--- src/rtl/sbus_frame_receiver_unit_assert.svh ---
// ----------------------------------------------------------------------------
// sbus frame receiver assertion macros
// shared concurrent assertion forms, clocked on clk with async reset arst_n
// ----------------------------------------------------------------------------
`ifndef SBUS_FRAME_RECEIVER_UNIT_ASSERT_SVH
`define SBUS_FRAME_RECEIVER_UNIT_ASSERT_SVH

// same-cycle implication
`define SBFR_ASSERT_NOW(label, ante, cons) \
	label: assert property (@(posedge clk) disable iff (!arst_n) (ante) |-> (cons)) \
		else $error("sbfr check failed");

// next-cycle implication
`define SBFR_ASSERT_NEXT(label, ante, cons) \
	label: assert property (@(posedge clk) disable iff (!arst_n) (ante) |=> (cons)) \
		else $error("sbfr check failed");

`endif

--- src/rtl/sbfr_pkg.sv ---
// ----------------------------------------------------------------------------
// sbfr_pkg
// constants and types shared by the sbus frame receiver
// ----------------------------------------------------------------------------
package sbfr_pkg;

	localparam int unsigned FRAME_LEN     = 25;
	localparam int unsigned CHAN_COUNT    = 16;
	localparam int unsigned CHAN_W        = 11;
	localparam int unsigned POS_W         = 5;
	localparam int unsigned IDX_W         = 4;
	localparam int unsigned PAYLOAD_BYTES = 22;
	localparam int unsigned BITS_W        = PAYLOAD_BYTES * 8;
	localparam int unsigned FAILSAFE_BYTE = 23;
	localparam int unsigned FAILSAFE_BIT  = 3;

	localparam logic [7:0]  START_BYTE = 8'h0F;
	localparam logic [7:0]  END_BYTE   = 8'h00;
	localparam logic [15:0] GAP_RESET  = 16'd1000;

	localparam logic STATUS_CHAN = 1'b0;
	localparam logic STATUS_BAD  = 1'b1;

	typedef struct packed {
		logic complete;
		logic good;
		logic failsafe;
	} frame_evt_t;

endpackage

--- src/rtl/sbfr_assembler.sv ---
// ----------------------------------------------------------------------------
// sbfr_assembler
// tracks byte position with gap timeout and stores frame bytes
// ----------------------------------------------------------------------------
module sbfr_assembler (
	input  logic                            clk,
	input  logic                            arst_n,
	input  logic                            valid,
	input  logic                            take,
	input  logic [7:0]                      rx_byte,
	input  logic [15:0]                     elapsed_us,
	input  logic [15:0]                     gap_threshold,
	output sbfr_pkg::frame_evt_t            evt,
	output logic [sbfr_pkg::BITS_W-1:0]     frame_bits
);

	localparam logic [sbfr_pkg::POS_W-1:0] LAST_POS =
		sbfr_pkg::POS_W'(sbfr_pkg::FRAME_LEN - 1);

	logic [sbfr_pkg::POS_W-1:0] pos_q;
	logic [sbfr_pkg::POS_W-1:0] pos_eff;
	logic                       store;
	logic [7:0]                 frame_q [1:sbfr_pkg::FRAME_LEN-2];

	assign pos_eff = (elapsed_us > gap_threshold) ? '0 : pos_q;
	assign store   = (pos_eff != '0) || (rx_byte == sbfr_pkg::START_BYTE);

	assign evt.complete = valid && store && (pos_eff == LAST_POS);
	assign evt.good     = (rx_byte == sbfr_pkg::END_BYTE);
	assign evt.failsafe = frame_q[sbfr_pkg::FAILSAFE_BYTE][sbfr_pkg::FAILSAFE_BIT];

	always_comb begin
		for (int i = 0; i < sbfr_pkg::PAYLOAD_BYTES; i++) begin
			frame_bits[8*i +: 8] = frame_q[i+1];
		end
	end

	always_ff @(posedge clk or negedge arst_n) begin
		if (!arst_n) begin
			pos_q <= '0;
		end else if (take) begin
			if (evt.complete) begin
				pos_q <= '0;
			end else if (store) begin
				pos_q <= pos_eff + 1'b1;
			end else begin
				pos_q <= pos_eff;
			end
		end
	end

	// start byte and end byte are never read back
	always_ff @(posedge clk) begin
		if (take && store && (pos_eff != '0) && (pos_eff != LAST_POS)) begin
			frame_q[pos_eff] <= rx_byte;
		end
	end

endmodule

--- src/rtl/sbus_frame_receiver_unit.sv ---
// ----------------------------------------------------------------------------
// sbus_frame_receiver_unit
// decodes 25-byte serial frames into 16 channel results of 11 bits
// ----------------------------------------------------------------------------
//  channel | handshake            | payload
//  in      | in_valid / in_ready  | rx_byte, elapsed_us
//  out     | out_valid / out_ready| status, channel_index, channel_value,
//          |                      | failsafe_flag, bad_frame_count, last_of_frame
//  cfg     | cfg_wr_en            | cfg_wr_data (gap threshold)
//
// one byte per cycle: input register, then position/store update.
// a good frame yields 16 beats from the result buffer, one per cycle while
// out_ready is high; a bad end byte yields one beat. input stalls only when
// a frame completes while the buffer still holds the previous frame's beats.
// reset clears position, bad-frame count and buffer; threshold goes to 1000.
module sbus_frame_receiver_unit (
	input  logic        clk,
	input  logic        arst_n,
	input  logic        in_valid,
	output logic        in_ready,
	input  logic [7:0]  rx_byte,
	input  logic [15:0] elapsed_us,
	output logic        out_valid,
	input  logic        out_ready,
	output logic        status,
	output logic [3:0]  channel_index,
	output logic [10:0] channel_value,
	output logic        failsafe_flag,
	output logic [15:0] bad_frame_count,
	output logic        last_of_frame,
	input  logic        cfg_wr_en,
	input  logic [15:0] cfg_wr_data
);

	localparam logic [sbfr_pkg::IDX_W-1:0] LAST_IDX =
		sbfr_pkg::IDX_W'(sbfr_pkg::CHAN_COUNT - 1);

	logic [15:0]                 gap_threshold_q;
	logic                        valid_s1;
	logic [7:0]                  rx_byte_s1;
	logic [15:0]                 elapsed_s1;
	sbfr_pkg::frame_evt_t        evt;
	logic [sbfr_pkg::BITS_W-1:0] frame_bits;
	logic                        take;
	logic                        advance;
	logic                        buf_free;
	logic                        out_beat;

	logic                        buf_valid_q;
	logic                        buf_bad_q;
	logic                        buf_fs_q;
	logic [15:0]                 buf_count_q;
	logic [sbfr_pkg::BITS_W-1:0] buf_bits_q;
	logic [sbfr_pkg::IDX_W-1:0]  idx_q;
	logic [15:0]                 reject_q;

	assign out_beat = out_valid && out_ready;
	assign buf_free = !buf_valid_q || (out_beat && last_of_frame);
	assign advance  = !evt.complete || buf_free;
	assign take     = valid_s1 && advance;
	assign in_ready = !valid_s1 || advance;

	always_ff @(posedge clk or negedge arst_n) begin
		if (!arst_n) begin
			gap_threshold_q <= sbfr_pkg::GAP_RESET;
		end else if (cfg_wr_en) begin
			gap_threshold_q <= cfg_wr_data;
		end
	end

	// input register
	always_ff @(posedge clk or negedge arst_n) begin
		if (!arst_n) begin
			valid_s1 <= 1'b0;
		end else if (in_ready) begin
			valid_s1 <= in_valid;
		end
	end

	always_ff @(posedge clk) begin
		if (in_valid && in_ready) begin
			rx_byte_s1 <= rx_byte;
			elapsed_s1 <= elapsed_us;
		end
	end

	sbfr_assembler u_assembler (
		.clk           (clk),
		.arst_n        (arst_n),
		.valid         (valid_s1),
		.take          (take),
		.rx_byte       (rx_byte_s1),
		.elapsed_us    (elapsed_s1),
		.gap_threshold (gap_threshold_q),
		.evt           (evt),
		.frame_bits    (frame_bits)
	);

	// result buffer control
	always_ff @(posedge clk or negedge arst_n) begin
		if (!arst_n) begin
			buf_valid_q <= 1'b0;
			buf_bad_q   <= 1'b0;
			idx_q       <= '0;
			reject_q    <= '0;
		end else if (take && evt.complete) begin
			buf_valid_q <= 1'b1;
			buf_bad_q   <= !evt.good;
			idx_q       <= '0;
			if (!evt.good) begin
				reject_q <= reject_q + 16'd1;
			end
		end else if (out_beat) begin
			if (last_of_frame) begin
				buf_valid_q <= 1'b0;
			end else begin
				idx_q <= idx_q + 1'b1;
			end
		end
	end

	always_ff @(posedge clk) begin
		if (take && evt.complete) begin
			buf_fs_q    <= evt.failsafe && evt.good;
			buf_bits_q  <= frame_bits;
			buf_count_q <= evt.good ? reject_q : (reject_q + 16'd1);
		end
	end

	assign out_valid       = buf_valid_q;
	assign status          = buf_bad_q ? sbfr_pkg::STATUS_BAD : sbfr_pkg::STATUS_CHAN;
	assign channel_index   = buf_bad_q ? '0 : idx_q;
	assign channel_value   = buf_bad_q ? '0 :
		buf_bits_q[sbfr_pkg::CHAN_W*idx_q +: sbfr_pkg::CHAN_W];
	assign failsafe_flag   = buf_fs_q;
	assign bad_frame_count = buf_count_q;
	assign last_of_frame   = buf_bad_q || (idx_q == LAST_IDX);

`include "sbus_frame_receiver_unit_assert.svh"

	`SBFR_ASSERT_NOW(a_bad_is_single, out_valid && (status == sbfr_pkg::STATUS_BAD), last_of_frame && (channel_index == '0))
	`SBFR_ASSERT_NEXT(a_idx_steps, out_beat && !last_of_frame, out_valid && (channel_index == $past(channel_index) + 4'd1))
	`SBFR_ASSERT_NEXT(a_drain_idle, out_beat && last_of_frame && !(take && evt.complete), !out_valid)
	`SBFR_ASSERT_NOW(a_no_overrun, buf_valid_q && !buf_free, !(take && evt.complete))

endmodule

--- config.mk ---
export PLATFORM = sky130hd
export DESIGN_NAME = sbus_frame_receiver_unit
export DESIGN_NICKNAME = d
export VERILOG_FILES = /design/src/rtl/sbfr_pkg.sv /design/src/rtl/sbfr_assembler.sv /design/src/rtl/sbus_frame_receiver_unit.sv
export VERILOG_INCLUDE_DIRS = /design/src /design/src/rtl
export SDC_FILE = /design/constraint.sdc
export NUM_CORES = 1
export LEC_CHECK = 0
export ABC_AREA = 0
export BUFFER_PORTS_ARGS = -buffer_cell sky130_fd_sc_hd__buf_2
export CAP_MARGIN = 10
export CORE_ASPECT_RATIO = 1.75
export CORE_MARGIN = 1.5
export CORE_UTILIZATION = 65
export CTS_CLUSTER_DIAMETER = 100
export DETAILED_ROUTE_END_ITERATION = 12
export PLACE_DENSITY = 0.91
export SYNTH_ARGS = -nofsm -noshare
export SYNTH_HDL_FRONTEND = slang
export SYNTH_SLANG_ARGS = --single-unit
--- constraint.sdc ---
create_clock -name clk -period 10.1 [get_ports clk]
set_input_delay 1.01 -clock clk [delete_from_list [all_inputs] [get_ports clk]]
set_output_delay 1.01 -clock clk [all_outputs]
set_load 0.02 [all_outputs]
; Word level (Yosys, flattened, before mapping)
; Memories as Yosys holds them, arrays and structs flattened. A register that Yosys moved wholly into a read port is not among the register bits.
; Index checks and enable logic that the tools add are counted.
[totals]
wordCells = 64
output_inout_bits = 36
ramBits = 184
inputBits = 45
n_memories = 1
register_bits = 85
[op_classes]
muxes = 15
addsub = 3
order_cmp = 1
eq_ne = 5
shift = 1
mul = 1
reduce_logical = 26
[mem_list]
columns = memory, depth, width, read_ports, rd_clocked_by_memory_dff, wr, line_no
row1 = u_assembler.frame_q, 23, 8, 23, 22, 1, sbfr_assembler.sv:23  ; logic [7:0] frame_q [1:sbfr_pkg::FRAME_LEN-2];
[op_table]
columns = operator, count
row1 = $shiftx 176x9->11, 1
row2 = $add 16x1->16 const B, 1
row3 = $gt 16x16->1, 1
row4 = $mux 16, 1
row5 = $mux 4, 4
row6 = $mux 5, 3
row7 = $logic_and 1x1->1, 11
row8 = $mux 11, 1
row9 = $eq 8x4->1 const B, 1
row10 = $logic_not 8->1, 1
row11 = $mul 4x4->8 const A, 1
row12 = $mux 1, 6
row13 = $add 5x1->5 const B, 1
row14 = $eq 5x5->1 const B, 1
row15 = $logic_or 1x1->1, 5
row16 = $ne 5x5->1 const B, 1
row17 = $reduce_bool 5->1, 1
row18 = $add 4x1->4 const B, 1
row19 = $eq 4x4->1 const B, 1
row20 = $logic_not 1->1, 4
row21 = $reduce_and 2->1, 2
row22 = $reduce_bool 2->1, 2
row23 = $ne 2x1->1 const B, 1

; Logic depth before layout (Yosys ltp)
; Gate-level depths: netlist of run 1.
[logic_depth]
ltp_word = 14
mapped_depth = 17
ltp_nobuf = 15

; Hierarchy
; Synthesis of run 1 repeated with hierarchy kept, for this count alone.
[unflattened]
hier_cells = 839
area_unflattened_um2 = 16319.4
[by_module_without_submodules]
columns = module, area_per_inst_um2, cells_each, seq_area_each_um2, n_inst
row1 = sbus_frame_receiver_unit, 9854.5, 504, 7499.7, 1
row2 = sbfr_assembler, 6465.0, 335, 5440.2, 1

; Least setup slack after synthesis of run 1
; No wires, ideal clock.
[synth_path]
path_kind = register to register
startpoint = reg gap_threshold_q[9]
endpoint = reg reject_q[1]
required_time_ps = 9973
path_buffers = 3
path_stages_with_launch = 17
setup_ps = 127
arrival_time_ps = 4487
setup_slack_ps = 5486
period_less_slack_ps = 4614
cell_sequence = dfstp_2 -> inv_1 -> ha_1 -> nand2_1 -> nor4_1 -> a21boi_0 -> o41ai_2 -> buf_6 -> buf_8 -> and2_1 -> inv_1 -> ha_1 -> nand3_1 -> nor3_1 -> and3_1 -> buf_4 -> mux2_2
[synth_between]
elab_chain_cells = 10
elab_cells_between_ends = 11
classes_between = order compare (1) / eq/ne (1) / mux (1) / reduce/logical (8)
[synth_rtl]
columns = item, line_no
row1 = from (decl), sbus_frame_receiver_unit.sv:38  ; logic [15:0] gap_threshold_q;
row2 = from (signal assigned), sbus_frame_receiver_unit.sv:65  ; gap_threshold_q <= sbfr_pkg::GAP_RESET;
row3 = from (signal assigned), sbus_frame_receiver_unit.sv:67  ; gap_threshold_q <= cfg_wr_data;
row4 = $gt 16x16->1 (*), sbfr_assembler.sv:25  ; assign pos_eff = (elapsed_us > gap_threshold) ? '0 : pos_q;
row5 = $mux 5 (*), sbfr_assembler.sv:25
row6 = $reduce_bool 5->1, sbfr_assembler.sv:26  ; assign store = (pos_eff != '0) || (rx_byte == sbfr_pkg::START_BYTE);
row7 = $logic_or 1x1->1, sbfr_assembler.sv:26
row8 = $logic_and 1x1->1, sbfr_assembler.sv:28  ; assign evt.complete = valid && store && (pos_eff == LAST_POS);
row9 = $logic_and 1x1->1 (*), sbfr_assembler.sv:28
row10 = $logic_not 1->1, sbus_frame_receiver_unit.sv:59  ; assign advance = !evt.complete || buf_free;
row11 = $logic_or 1x1->1, sbus_frame_receiver_unit.sv:59
row12 = $logic_and 1x1->1, sbus_frame_receiver_unit.sv:60  ; assign take = valid_s1 && advance;
row13 = $logic_and 1x1->1 (*), sbus_frame_receiver_unit.sv:106  ; end else if (take && evt.complete) begin
row14 = to (signal assigned), sbus_frame_receiver_unit.sv:111  ; reject_q <= reject_q + 16'd1;
row15 = to (decl), sbus_frame_receiver_unit.sv:55  ; logic [15:0] reject_q;
; Every way passes the cells marked *; elsewhere a longest branch is shown, timed or not.
; A chain may end at the register's enable or synchronous reset.

; Worst setup path in the final report of run 1
[layout_path]
startpoint = reg gap_threshold_q[7]
endpoint = reg buf_bits_q[111] (netlist bit) (read register of u_assembler.frame_q), enable pin
[layout_between]
elab_chain_cells = 10
elab_cells_between_ends = 11
classes_between = order compare (1) / eq/ne (1) / mux (1) / reduce/logical (8)
[layout_rtl]
columns = item, line_no
row1 = $gt 16x16->1 (*), sbfr_assembler.sv:25
row2 = $mux 5 (*), sbfr_assembler.sv:25
row3 = $reduce_bool 5->1, sbfr_assembler.sv:26
row4 = $logic_or 1x1->1, sbfr_assembler.sv:26
row5 = $logic_and 1x1->1, sbfr_assembler.sv:28
row6 = $logic_and 1x1->1 (*), sbfr_assembler.sv:28
row7 = $logic_not 1->1, sbus_frame_receiver_unit.sv:59
row8 = $logic_or 1x1->1, sbus_frame_receiver_unit.sv:59
row9 = $logic_and 1x1->1, sbus_frame_receiver_unit.sv:60
row10 = $logic_and 1x1->1 (*), sbus_frame_receiver_unit.sv:123  ; if (take && evt.complete) begin
row11 = to (decl), sbus_frame_receiver_unit.sv:53  ; logic [sbfr_pkg::BITS_W-1:0] buf_bits_q;
; Marks and branches as above.

==> run summary, run 1 <==
Via density - 6.33
Skew-Pair Late Insertion Delay - 0.53 ns
Slew Limit Fails - 0
First-pass GRT wire length - 51.3 mm
FF+latch count, synth - 438
Most frequent cells in the layout - 394 x edfxtp_1, 80 x buf_2, 55 x mux4_2
DRC marker count from the first detailed-route iteration - 778
Post-CTS resize count - 0
Wirelength per Cell - 26.8 µm
Worst setup path start - gap_threshold_q[7]$_DFFE_PN1P_
Number of flops mapped to enable cells by yosys - 394
Row cnt - 76
Status - completed
Clock buffer depth - 3
Worst setup EP type - flop
Clk sinks - 438
M1 GR Usage - 34.6%
CTS Hold Bufs - 0
CTS tree - done
IO buf count - 80
Post-Syn Area - 16200 µm²
Final Cell Area - 18300 µm²
Hold slack - 0.407 ns
PD cells - 207 nW/µm²
Most common cell after layout, fill and taps aside - edfxtp_1
RSZ-0062 raised after global routing - no
R2R Setup Slk - 4.40 ns
Critical Path Sink - buf_bits_q[111]$_DFFE_PP_
Die X - 122 µm
Die Y - 212 µm
Vias in the first global route - 8452
Setup ws final - 4.40 ns
# diodes - 0
Initial Util - 66.0%
Number of vias in the routed layout - 7990
DP HPWL - 20.1 mm
GR Overflow Total - 0
Worst endpoint data arrival time - 5.85 ns
Reg clk slew, reported paths - 0.07 ns
Top FF cell, synth - edfxtp_1
DRC - 0
Syn avg cell area - 20.0 µm²
Reg-to-Reg Start - gap_threshold_q[7]$_DFFE_PN1P_
Final Skew - 0.0171 ns
Ports - 81
TNS Setup - 0 ns
Global Route met2 Usage - 48.9%
Final setup fails - 0
Crit share post-route - 56.5%
Fin crit period - 5.70 ns
Cells on worst reg2reg path - 15
Sequential element share of the synthesized area - 79.9%
RR Endpoint - buf_bits_q[111]$_DFFE_PP_
Dpl ws - 4.66 ns
H-tree Lvls - 2
Post-Synthesis Cells - 810
Net count, final - 989
Share of cells above drive strength 1 - 25.7%
Final WL - 33.8 mm
Max-cap violations - 0
Fin. Hold Viols - 0
LEAKAGE - 6.20 nW
Number of CTS-inserted buffers - 36
Distinct cells, synth - 50
Clock Tree Root - clkbuf_16
Async S/R FF share, synth - 10.0%
Mapped Nets - 877
CP Class - flop to flop
Synth warnings - 0
Antenna violations before repair - 2
Max-Slew Margin vs Limit - 25.2%
Core area - 24500 µm²
Dpl cell area - 17000 µm²
Drt pass-1 iters - 5
Met3 Track Usage GR - 4.20%
Global placement routability congestion - 0.854
Largest net degree at the start of global routing - 86
Setup Fix Bufs, Post-CTS - 0
GR Util All Layers - 27.9%
CP startpoint kind - flop
Worst Hold Class - flop to flop
ANT nets after route - 0
Max Freq - 0.175 GHz
Area growth syn-to-layout - 12.9%
Worst Tran Pin Value - 1.12 ns
WP data required - 10.25 ns
Area of the die - 25900 µm²
Most used routing layer in global routing - met2
Largest fanout on the critical path - 85
Worst-case vdd ir drop - 0.188 mV
==> flip-flops by register name, summed over array words and instances (netlist names), 4 cells and up <==
name                 flops
bad_frame_count         16
buf_bits_q             176
u_assembler.pos_q        5
rx_byte_s1               8
reject_q                16
idx_q                    4
gap_threshold_q         16
elapsed_s1              16
u_assembler.frame_q    177
==> stage by stage <==
| step | cells | power [mW] | util, % |
|---|---|---|---|
| floorplan | 810 | 2.26 | - |
| global placement | 1196 | 2.35 | 69.4 |
| detailed placement | 1196 | 2.36 | 69.4 |
| CTS | 1262 | 3.79 | 74.5 |
| global route | 1262 | 3.88 | 74.5 |
| finish | 1262 | 3.78 | 74.5 |
==> worst min-delay path by stage <==
stage                                    startpoint                        end  slack, ns  cells after the start
2_1_floorplan   u_assembler.frame_q[1][0]$_DFFE_PP_    buf_bits_q[0]$_DFFE_PP_       0.40                      0
3_3_place_gp    u_assembler.frame_q[8][6]$_DFFE_PP_   buf_bits_q[62]$_DFFE_PP_       0.40                      0
3_5_place_dp   u_assembler.frame_q[13][4]$_DFFE_PP_  buf_bits_q[100]$_DFFE_PP_       0.40                      0
4_1_cts        u_assembler.frame_q[19][3]$_DFFE_PP_  buf_bits_q[147]$_DFFE_PP_       0.40                      0
5_1_grt         u_assembler.frame_q[7][3]$_DFFE_PP_   buf_bits_q[51]$_DFFE_PP_       0.41                      0
6_report       u_assembler.frame_q[19][3]$_DFFE_PP_  buf_bits_q[147]$_DFFE_PP_       0.41                      0
==> power breakdown <==
group / internal (mW) / leakage [nW] / total [mW] / switching [mW]
sequential: 2.00 / 4.10 / 2.04 / 0.0383
clock: 0.799 / 0.606 / 1.45 / 0.649
combinational: 0.115 / 1.50 / 0.292 / 0.177
total: 2.91 / 6.20 / 3.78 / 0.865
==> cells in the mapped netlist, types with 2 or more instances <==
cell type | number | area [µm²]
and3_1 | 7 | 43.8
nand3_1 | 9 | 45.0
and2_1 | 15 | 93.8
buf_8 | 2 | 30.0
clkbuf_1 | 13 | 48.8
nand2_1 | 38 | 143
buf_2 | 10 | 50.1
ha_1 | 22 | 275
edfxtp_1 | 394 | 11800
nand4b_1 | 6 | 52.6
nand3_2 | 3 | 30.0
buf_6 | 2 | 22.5
a21o_1 | 2 | 15.0
nand4_2 | 2 | 25.0
mux4_2 | 55 | 1240
nor2b_1 | 6 | 37.5
nor4_1 | 4 | 25.0
dfstp_2 | 6 | 158
xnor2_1 | 24 | 210
a21oi_1 | 8 | 40.0
o32ai_1 | 2 | 17.5
dfrtp_1 | 38 | 951
nor2_1 | 24 | 90.1
xor2_1 | 9 | 78.8
o21a_1 | 2 | 15.0
nor3b_1 | 2 | 15.0
and4_1 | 5 | 43.8
nor3_1 | 13 | 65.1
mux2_2 | 3 | 33.8
o21ai_0 | 21 | 105
nand4_1 | 13 | 81.3
inv_1 | 30 | 113
or3_1 | 2 | 12.5
buf_4 | 2 | 15.0
==> critical path: stages (launching register included) <==
cell,delay [ns]
dfstp_2,0.51
inv_1,0.05
ha_1,0.32
nand4_1,0.16
nor4_1,0.29
a21boi_0,0.36
o41ai_4,0.12
buf_4,0.26
and2_1,0.24
inv_1,0.10
ha_1,0.33
nand3_1,0.20
nor3_2,0.19
buf_4,0.27
and3_4,0.93
buf_4,0.86
==> cell type report <==
cell class,count,area [µm²]
clock buffer,44,993
clock inverter,22,250
fill,1299,6260
inverter,30,113
multi-input combinational,312,3000
sequential,438,12900
tap,312,390
timing repair buffer,104,581
==> kinds of logic (layout without fill, tap and decap cells) <==
family                   count (synthesis)  after routing  synth area share (%)
flip-flops                             438            438                  79.9
AND/OR/NAND/NOR                        152            152                  5.13
buffers and inverters                   60            200                  1.75
multiplexers                            59             59                  7.92
AO/OA/AOI/OAI                           46             46                  1.76
XOR/XNOR                                33             33                  1.79
adder cells (fa/ha/maj)                 22             22                  1.70
==> metal layers <==
layer / up-vias / wire length (µm)
met5: - / 0
met2: 510 / 18300
met3: 103 / 2390
li1: 3386 / -
met1: 3991 / 11800
met4: 0 / 1400
Note: power is estimated with default switching activity, not from simulation.
==> inputs of run 2 (changes only) <==
--- a/config.mk
+++ b/config.mk
@@ -11,10 +11,10 @@
 export CAP_MARGIN = 10
 export CORE_ASPECT_RATIO = 1.75
 export CORE_MARGIN = 1.5
-export CORE_UTILIZATION = 65
+export CORE_UTILIZATION = 60
 export CTS_CLUSTER_DIAMETER = 100
 export DETAILED_ROUTE_END_ITERATION = 12
-export PLACE_DENSITY = 0.91
+export PLACE_DENSITY = 0.85
 export SYNTH_ARGS = -nofsm -noshare
 export SYNTH_HDL_FRONTEND = slang
 export SYNTH_SLANG_ARGS = --single-unit
==> constraint.sdc (replaced) <==
create_clock -name clk -period 5.6 [get_ports clk]
set_input_delay 0.56 -clock clk [delete_from_list [all_inputs] [get_ports clk]]
set_output_delay 0.56 -clock clk [all_outputs]
set_load 0.02 [all_outputs]
==> run summary, run 2 (synthesis gave the netlist of run 1 again) <==
GR Overflow Total - 0 (unchanged)
TNS Setup - 0 ns (unchanged)
Max-Slew Margin vs Limit - 30.3% (was 25.2%)
Clock Power Share - 36.3% (was 38.3%)
Clock Tree Root - clkbuf_16 (unchanged)
LEAKAGE - 6.16 nW (was 6.20 nW)
GR Util All Layers - 24.2% (was 27.9%)
ANT nets after route - 0 (unchanged)
Wirelength per Cell - 25.4 µm (was 26.8 µm)
Largest registers - u_assembler.frame_q (177), buf_bits_q (176) (unchanged)
Worst setup path start - gap_threshold_q[7]$_DFFE_PN1P_ (unchanged)
Antenna violations before repair - 0 (was 2)
# diodes - 0 (unchanged)
Slew Limit Fails - 0 (unchanged)
Area growth syn-to-layout - 12.5% (was 12.9%)
Clock buffer depth - 3 (unchanged)
Cells on worst reg2reg path - 14 (was 15)
DP HPWL - 20.1 mm (about the same)
Row cnt - 79 (was 76)
DRC - 0 (unchanged)
Critical Path Sink - in_ready (was buf_bits_q[111]$_DFFE_PP_)
Via density - 6.05 (was 6.33)
Setup Fix Bufs, Post-CTS - 0 (unchanged)
Core area - 26600 µm² (was 24500 µm²)
Fillers - 1553 (was 1299)
Crit share post-route - 83.5%
Vias in the first global route - 8215 (was 8452)
H-tree Lvls - 2 (unchanged)
Reg-to-Reg Start - gap_threshold_q[7]$_DFFE_PN1P_ (unchanged)
Most frequent cells in the layout - 394 x edfxtp_1, 80 x buf_2, 55 x mux4_2 (unchanged)
Sw Ratio - 22.1% (was 22.9%)
Final Cell Area - 18200 µm² (was 18300 µm²)
Global placement routability congestion - 0.857 (was 0.854)
Post-CTS resize count - 0 (unchanged)
CTS tree - done (unchanged)
CP Class - flop to primary output (was flop to flop)
Worst-case vdd ir drop - 0.293 mV (was 0.188 mV)
Final Skew - 0.0216 ns (was 0.0171 ns)
Die X - 127 µm (was 122 µm)
Largest Register - u_assembler.frame_q (unchanged)
Status - completed (unchanged)
Reg clk slew, reported paths - 0.07 ns (about the same)
Largest net degree at the start of global routing - 75 (was 86)
DRC marker count from the first detailed-route iteration - 707 (was 778)
Worst Tran Pin Value - 1.04 ns (was 1.12 ns)
Comb power frac - 7.7% (about the same)
WP data required - 5.04 ns (was 10.25 ns)
Critical path's largest stage delay - 0.51 ns (was 0.93 ns)
Max Freq - 0.214 GHz
R2R Setup Slk - 1.20 ns (was 4.40 ns)
Worst Hold Class - input pin to asynchronous set/reset pin (was flop to flop)
IO buf count - 80 (unchanged)
Reg power frac - 56.0% (was 53.9%)
Max FFs per register - 177 (unchanged)
Skew-Pair Late Insertion Delay - 0.52 ns (was 0.53 ns)
RR Endpoint - buf_bits_q[53]$_DFFE_PP_ (was buf_bits_q[111]$_DFFE_PP_)
Worst endpoint data arrival time - 4.12 ns (was 5.85 ns)
Net count, final - 993 (was 989)
Initial Util - 60.9% (was 66.0%)
CTS Hold Bufs - 0 (unchanged)
Area of the die - 28000 µm² (was 25900 µm²)
Final WL - 32.4 mm (was 33.8 mm)
CP startpoint kind - flop (unchanged)
Number of CTS-inserted buffers - 36 (unchanged)
Clk sinks - 438 (unchanged)
Die Y - 220 µm (was 212 µm)
Drt pass-1 iters - 6 (was 5)
Largest fanout on the critical path - 21 (was 85)
Slowest cell on crit path - dfstp_2 (was and3_4)
Fin. Hold Viols - 0 (unchanged)
Max-cap violations - 0 (unchanged)
Number of vias in the routed layout - 7708 (was 7990)
Most common cell after layout, fill and taps aside - edfxtp_1 (unchanged)
Ports - 81 (unchanged)
Internal cell power - 5.13 mW (was 2.91 mW)
PD cells - 361 nW/µm² (was 207 nW/µm²)
Share of cells above drive strength 1 - 24.9% (was 25.7%)
Fin crit period - 4.68 ns
RSZ-0062 raised after global routing - no (unchanged)
Final setup fails - 0 (unchanged)
First-pass GRT wire length - 48.5 mm (was 51.3 mm)
Worst setup EP type - primary output (was flop)
Dpl cell area - 17100 µm² (was 17000 µm²)
Net switching power figure - 1.45 mW (was 0.865 mW)
Critical path cell sequence - inv_1 -> ha_1 -> nand4_1 -> nor4_1 -> a21boi_0 -> o41ai_4 -> and2_1 -> inv_1 -> ha_1 -> nand3_1 -> nor3_2 -> buf_4 -> nor2b_1 -> nand2_1 -> buf_2 (was inv_1 -> ha_1 -> nand4_1 -> nor4_1 -> a21boi_0 -> o41ai_4 -> buf_4 -> and2_1 -> inv_1 -> ha_1 -> nand3_1 -> nor3_2 -> buf_4 -> and3_4 -> buf_4)
## run 2: layout make-up
class | count | area, µm² | area share (%)
clock buffers | 50 | 1000 | 5.52
clock inverters | 13 | 101 | 0.557
flip-flops and latches | 438 | 12900 | 71.1
inverters | 30 | 113 | 0.619
repair buffers | 108 | 636 | 3.49
well taps | 324 | 405 | 2.23
multi-input cells | 312 | 3000 | 16.5
## run 2: power groups by stage
stage	logic, mW	registers, mW	clock network, mW
6_report	0.509	3.68	2.39
5_1_grt	0.553	3.69	2.53
4_1_cts	0.515	3.68	2.41
3_5_place_dp	0.512	3.75	0
3_3_place_gp	0.496	3.75	0
2_1_floorplan	0.362	3.71	0
## run 2: per-stage QoR
step / power (mW) / hold slack [ns] / std cells / worst slack, ns / utilization (%)
after floorplan: 4.08 / 0.264 / 810 / 0.986 / -
after global placement: 4.24 / 0.400 / 1212 / 1.44 / 64.3
after detailed placement: 4.26 / 0.405 / 1212 / 1.25 / 64.3
after CTS: 6.61 / 0.147 / 1275 / 0.937 / 68.5
after global routing: 6.78 / 0.169 / 1275 / 0.708 / 68.5
final: 6.58 / 0.134 / 1275 / 0.924 / 68.5
## run 2: worst max-delay path: cells and delay by family, from the launching register on
| family | cells | cell delay, ns |
|---|---|---|
| and+or+nand+nor | 7 | 1.39 |
| adders and majority gates | 2 | 0.60 |
| buffers and inverters | 4 | 0.57 |
| DFF | 1 | 0.51 |
| AOI/OAI and AO/OA | 2 | 0.51 |
## run 2: worst min-delay path by stage
stage / endpoint / from / slack, ns
final: reject_q[11]$_DFFE_PN0P_ / arst_n / 0.13
after global routing: reject_q[9]$_DFFE_PN0P_ / arst_n / 0.17
after CTS: reject_q[6]$_DFFE_PN0P_ / arst_n / 0.15
after detailed placement: buf_bits_q[0]$_DFFE_PP_ / u_assembler.frame_q[1][0]$_DFFE_PP_ / 0.40
after global placement: buf_bits_q[36]$_DFFE_PP_ / u_assembler.frame_q[5][4]$_DFFE_PP_ / 0.40
after floorplan: buf_bad_q$_DFFE_PN0P_ / arst_n / 0.26
## run 2: per-layer routing
layer | part of all wire [%] | wire (µm) | up-vias | GRT usage (%)
met5 | 0 | 0 | - | 0
met4 | 4.4 | 1430 | 0 | 12.1
met3 | 5.7 | 1850 | 92 | 3.38
met2 | 55 | 17800 | 400 | 44.2
met1 | 35 | 11300 | 3823 | 28.1
li1 | - | - | 3393 | -
==> inputs of run 3 (changes only) <==
--- a/config.mk
+++ b/config.mk
@@ -6,7 +6,7 @@
 export SDC_FILE = /design/constraint.sdc
 export NUM_CORES = 1
 export LEC_CHECK = 0
-export ABC_AREA = 0
+export ABC_AREA = 1
 export BUFFER_PORTS_ARGS = -buffer_cell sky130_fd_sc_hd__buf_2
 export CAP_MARGIN = 10
 export CORE_ASPECT_RATIO = 1.75
==> constraint.sdc (replaced) <==
create_clock -name clk -period 4.83 [get_ports clk]
set_input_delay 0.483 -clock clk [delete_from_list [all_inputs] [get_ports clk]]
set_output_delay 0.483 -clock clk [all_outputs]
set_load 0.02 [all_outputs]
==> run summary, run 3 <==
Final setup fails - 0 (unchanged)
RSZ-0062 raised after global routing - no (unchanged)
Placed insts - 1478 (was 1212)
CTS Hold Bufs - 0 (unchanged)
Mapped Nets - 1155 (was 877)
Post-layout util - 69.3% (was 68.5%)
PD cells - 491 nW/µm² (was 361 nW/µm²)
Worst Tran Pin Value - 1.17 ns (was 1.04 ns)
Worst Path Buf+Inv - 4 (unchanged)
Core area - 26600 µm² (unchanged)
Worst setup EP type - flop (was primary output)
Commonest cells post-synth - 394 x edfxtp_1, 123 x nand2_1, 117 x nor2_1 (was 394 x edfxtp_1, 55 x mux4_2, 38 x dfrtp_1, 38 x nand2_1, 30 x inv_1)
DP HPWL - 21.2 mm (was 20.1 mm)
Die Y - 221 µm (was 220 µm)
Global placement routability congestion - 0.808 (was 0.857)
Sequential element share of the synthesized area - 79.5% (was 79.9%)
GR Util All Layers - 26.1% (was 24.2%)
Cells on worst reg2reg path - 18 (was 14)
Top FF cell, synth - edfxtp_1 (unchanged)
Reg-to-Reg Start - gap_threshold_q[6]$_DFFE_PN1P_ (was gap_threshold_q[7]$_DFFE_PN1P_)
Largest registers - u_assembler.frame_q (177), buf_bits_q (176) (unchanged)
Syn avg cell area - 15.0 µm² (was 20.0 µm²)
Status - completed (unchanged)
Row cnt - 79 (unchanged)
Largest net degree at the start of global routing - 90 (was 75)
CP Class - flop to flop (was flop to primary output)
Net count, final - 1261 (was 993)
Fin cells - 1543 (was 1275)
Synth area leader - edfxtp_1 (unchanged)
TNS Setup - 0 ns (unchanged)
Most common cell after layout, fill and taps aside - edfxtp_1 (unchanged)
LEAKAGE - 6.69 nW (was 6.16 nW)
Worst-case vdd ir drop - 0.306 mV (was 0.293 mV)
Largest cells by area after synthesis - edfxtp_1 73%, dfrtp_1 5.8%, o21ai_0 3.2%, nand2_1 2.8%, nor2_1 2.7% (was edfxtp_1 73%, mux4_2 7.7%, dfrtp_1 5.9%, ha_1 1.7%, xnor2_1 1.3%)
IO buf count - 80 (unchanged)
Initial Util - 61.2% (was 60.9%)
Crit share post-route - 80.4%
DRC - 0 (unchanged)
Ports - 81 (unchanged)
RR Endpoint - buf_bits_q[39]$_DFFE_PP_ (was buf_bits_q[53]$_DFFE_PP_)
FF+latch count, synth - 438 (unchanged)
Area growth syn-to-layout - 13.2% (was 12.5%)
Reg clk slew, reported paths - 0.07 ns (about the same)
Most numerous cell in the Yosys netlist - edfxtp_1 (unchanged)
Final WL - 35.6 mm (was 32.4 mm)
# diodes - 0 (unchanged)
Clk sinks - 438 (unchanged)
Area of the die - 28100 µm² (was 28000 µm²)
Share of cells above drive strength 1 - 16.9% (was 24.9%)
Post-CTS resize count - 0 (unchanged)
Async S/R FF share, synth - 10.0% (unchanged)
Final Skew - 0.0168 ns (was 0.0216 ns)
Number of flops mapped to enable cells by yosys - 394 (unchanged)
Slew Limit Fails - 0 (unchanged)
Worst endpoint data arrival time - 4.07 ns (was 4.12 ns)
Skew-Pair Late Insertion Delay - 0.53 ns (was 0.52 ns)
DRC marker count from the first detailed-route iteration - 1044 (was 707)
Wirelength per Cell - 23.1 µm (was 25.4 µm)
Yosys top cell area share - 72.7% (was 73.1%)
Largest fanout on the critical path - 59 (was 21)
Fin. Hold Viols - 0 (unchanged)
Die X - 127 µm (about the same)
First-pass GRT wire length - 54.5 mm (was 48.5 mm)
Synth warnings - 0 (unchanged)
Post-Synthesis Cells - 1088 (was 810)
Number of vias in the routed layout - 9484 (was 7708)
ANT nets after route - 0 (unchanged)
Max-cap violations - 0 (unchanged)
Fin crit period - 3.88 ns
Most frequent cells in the layout - 394 x edfxtp_1, 120 x nand2_1, 117 x nor2_1 (was 394 x edfxtp_1, 80 x buf_2, 55 x mux4_2)
Number of CTS-inserted buffers - 36 (unchanged)
WP data required - 5.02 ns (was 5.04 ns)
Largest Register - u_assembler.frame_q (unchanged)
Clock buffer depth - 3 (unchanged)
Setup Fix Bufs, Post-CTS - 0 (unchanged)
Slowest cell on crit path - clkinvlp_4 (was dfstp_2)
CTS tree - done (unchanged)
Setup ws final - 0.948 ns (was 0.924 ns)
Drt pass-1 iters - 8 (was 6)
Via density - 6.15 (was 6.05)
Clock Tree Root - clkbuf_16 (unchanged)
Max FFs per register - 177 (unchanged)
Family with the most delay on the worst path - simple AND/OR/NAND/NOR gates (unchanged)
Critical path's largest stage delay - 0.53 ns (was 0.51 ns)
Critical path cell sequence - inv_1 -> ha_1 -> nand2_1 -> nor2_1 -> nand2_1 -> nand2_1 -> nand2_1 -> nand2_2 -> nand2_4 -> nand2_4 -> ha_4 -> inv_4 -> a21oi_4 -> nand2_4 -> nor2_8 -> nand2_4 -> clkinvlp_4 -> buf_12 (was inv_1 -> ha_1 -> nand4_1 -> nor4_1 -> a21boi_0 -> o41ai_4 -> and2_1 -> inv_1 -> ha_1 -> nand3_1 -> nor3_2 -> buf_4 -> nor2b_1 -> nand2_1 -> buf_2)
Worst Hold Class - input pin to asynchronous set/reset pin (unchanged)
R2R Setup Slk - 0.95 ns (was 1.20 ns)
Max-Slew Margin vs Limit - 21.6% (was 30.3%)
H-tree Lvls - 2 (unchanged)
Distinct cells, synth - 35 (was 50)
CP startpoint kind - flop (unchanged)
Dpl ws - 0.973 ns (was 1.25 ns)
Vias in the first global route - 9662 (was 8215)
GR Overflow Total - 0 (unchanged)
Max Freq - 0.258 GHz
Post-Syn Area - 16300 µm² (was 16200 µm²)
Antenna violations before repair - 0 (unchanged)
==> run 3: changes by cell type after synthesis, moves of 24 or more <==
cell | previous run | this run
nor2_1 | 24 | 117
nand2_1 | 38 | 123
o21ai_0 | 21 | 105
mux4_2 | 55 | 0
o221ai_1 | 0 | 30
nand3_1 | 9 | 38
clkbuf_1 | 13 | 37
inv_1 | 30 | 54
==> run 3: routing by layer <==
metal,vias to the layer above,part of all wire [%],global-route usage [%]
met5,-,0,0
met4,0,4.8,13.7
met3,110,7.5,4.30
met2,573,53,45.6
met1,4613,34,30.7
li1,4188,-,-
==> run 3: worst max-delay path by stage <==
| stage | start | to | slack [ns] | cells after the start |
|---|---|---|---|---|
| finish | gap_threshold_q[6]$_DFFE_PN1P_ | buf_bits_q[39]$_DFFE_PP_ | 0.95 | 18 |
| global route | gap_threshold_q[6]$_DFFE_PN1P_ | buf_bits_q[38]$_DFFE_PP_ | 0.70 | 18 |
| CTS | gap_threshold_q[8]$_DFFE_PN1P_ | u_assembler.frame_q[19][6]$_DFFE_PP_ | 0.97 | 13 |
| detailed placement | gap_threshold_q[8]$_DFFE_PN1P_ | u_assembler.frame_q[19][6]$_DFFE_PP_ | 0.97 | 13 |
| global placement | gap_threshold_q[9]$_DFFE_PN1P_ | u_assembler.frame_q[19][4]$_DFFE_PP_ | 1.12 | 13 |
| floorplan | gap_threshold_q[5]$_DFFE_PN1P_ | bad_frame_count[0]$_DFFE_PP_ | -0.47 | 18 |
==> run 3: area by class of cell <==
| type | count | area (µm²) |
|---|---|---|
| clock inverters | 22 | 199 |
| fillers | 1632 | 8170 |
| flip-flops and latches | 438 | 12900 |
| clock buffers | 41 | 941 |
| repair buffers | 115 | 711 |
| well taps | 324 | 405 |
| inverters | 59 | 228 |
| multi-input cells | 544 | 2990 |
==> run 3: power breakdown <==
part,switching [mW],internal [mW],total (mW)
Sequential,0.0701,4.17,4.24
Clock,1.30,1.58,2.88
Combinational,1.39,0.532,1.93
Total,2.76,6.27,9.04
==> run 3: per-stage QoR <==
step           total power, mW  cell area [µm²]  hold WS (ns)
2_1_floorplan             5.50            16400         0.187
3_3_place_gp              6.10            17300         0.400
3_5_place_dp              6.18            17300         0.405
4_1_cts                   9.03            18400         0.116
5_1_grt                   9.34            18400         0.121
6_report                  9.04            18400         0.127
==> run 3: worst reg2reg max path, stage by stage (launching register included) <==
cell and delay [ns]:
dfstp_2 0.52, inv_1 0.05, ha_1 0.27, nand2_1 0.06, nor2_1 0.15, nand2_1 0.08
nand2_1 0.08, nand2_1 0.06, nand2_2 0.09, nand2_4 0.12, nand2_4 0.13, ha_4 0.15
inv_4 0.05, a21oi_4 0.18, nand2_4 0.10, nor2_8 0.28, nand2_4 0.24, clkinvlp_4 0.54
buf_12 0.37
==> run 3: cells by family (layout without fill, tap and decap cells) <==
logic type,Yosys count,after routing,synth area share (%)
flip-flops,438,438,79.5
multiplexers,1,1,0.0692
adder cells (fa/ha/maj),22,22,1.69
AND/OR/NAND/NOR,317,317,8.23
buffers and inverters,106,237,2.63
AO/OA/AOI/OAI,186,186,6.86
XOR/XNOR,18,18,0.969
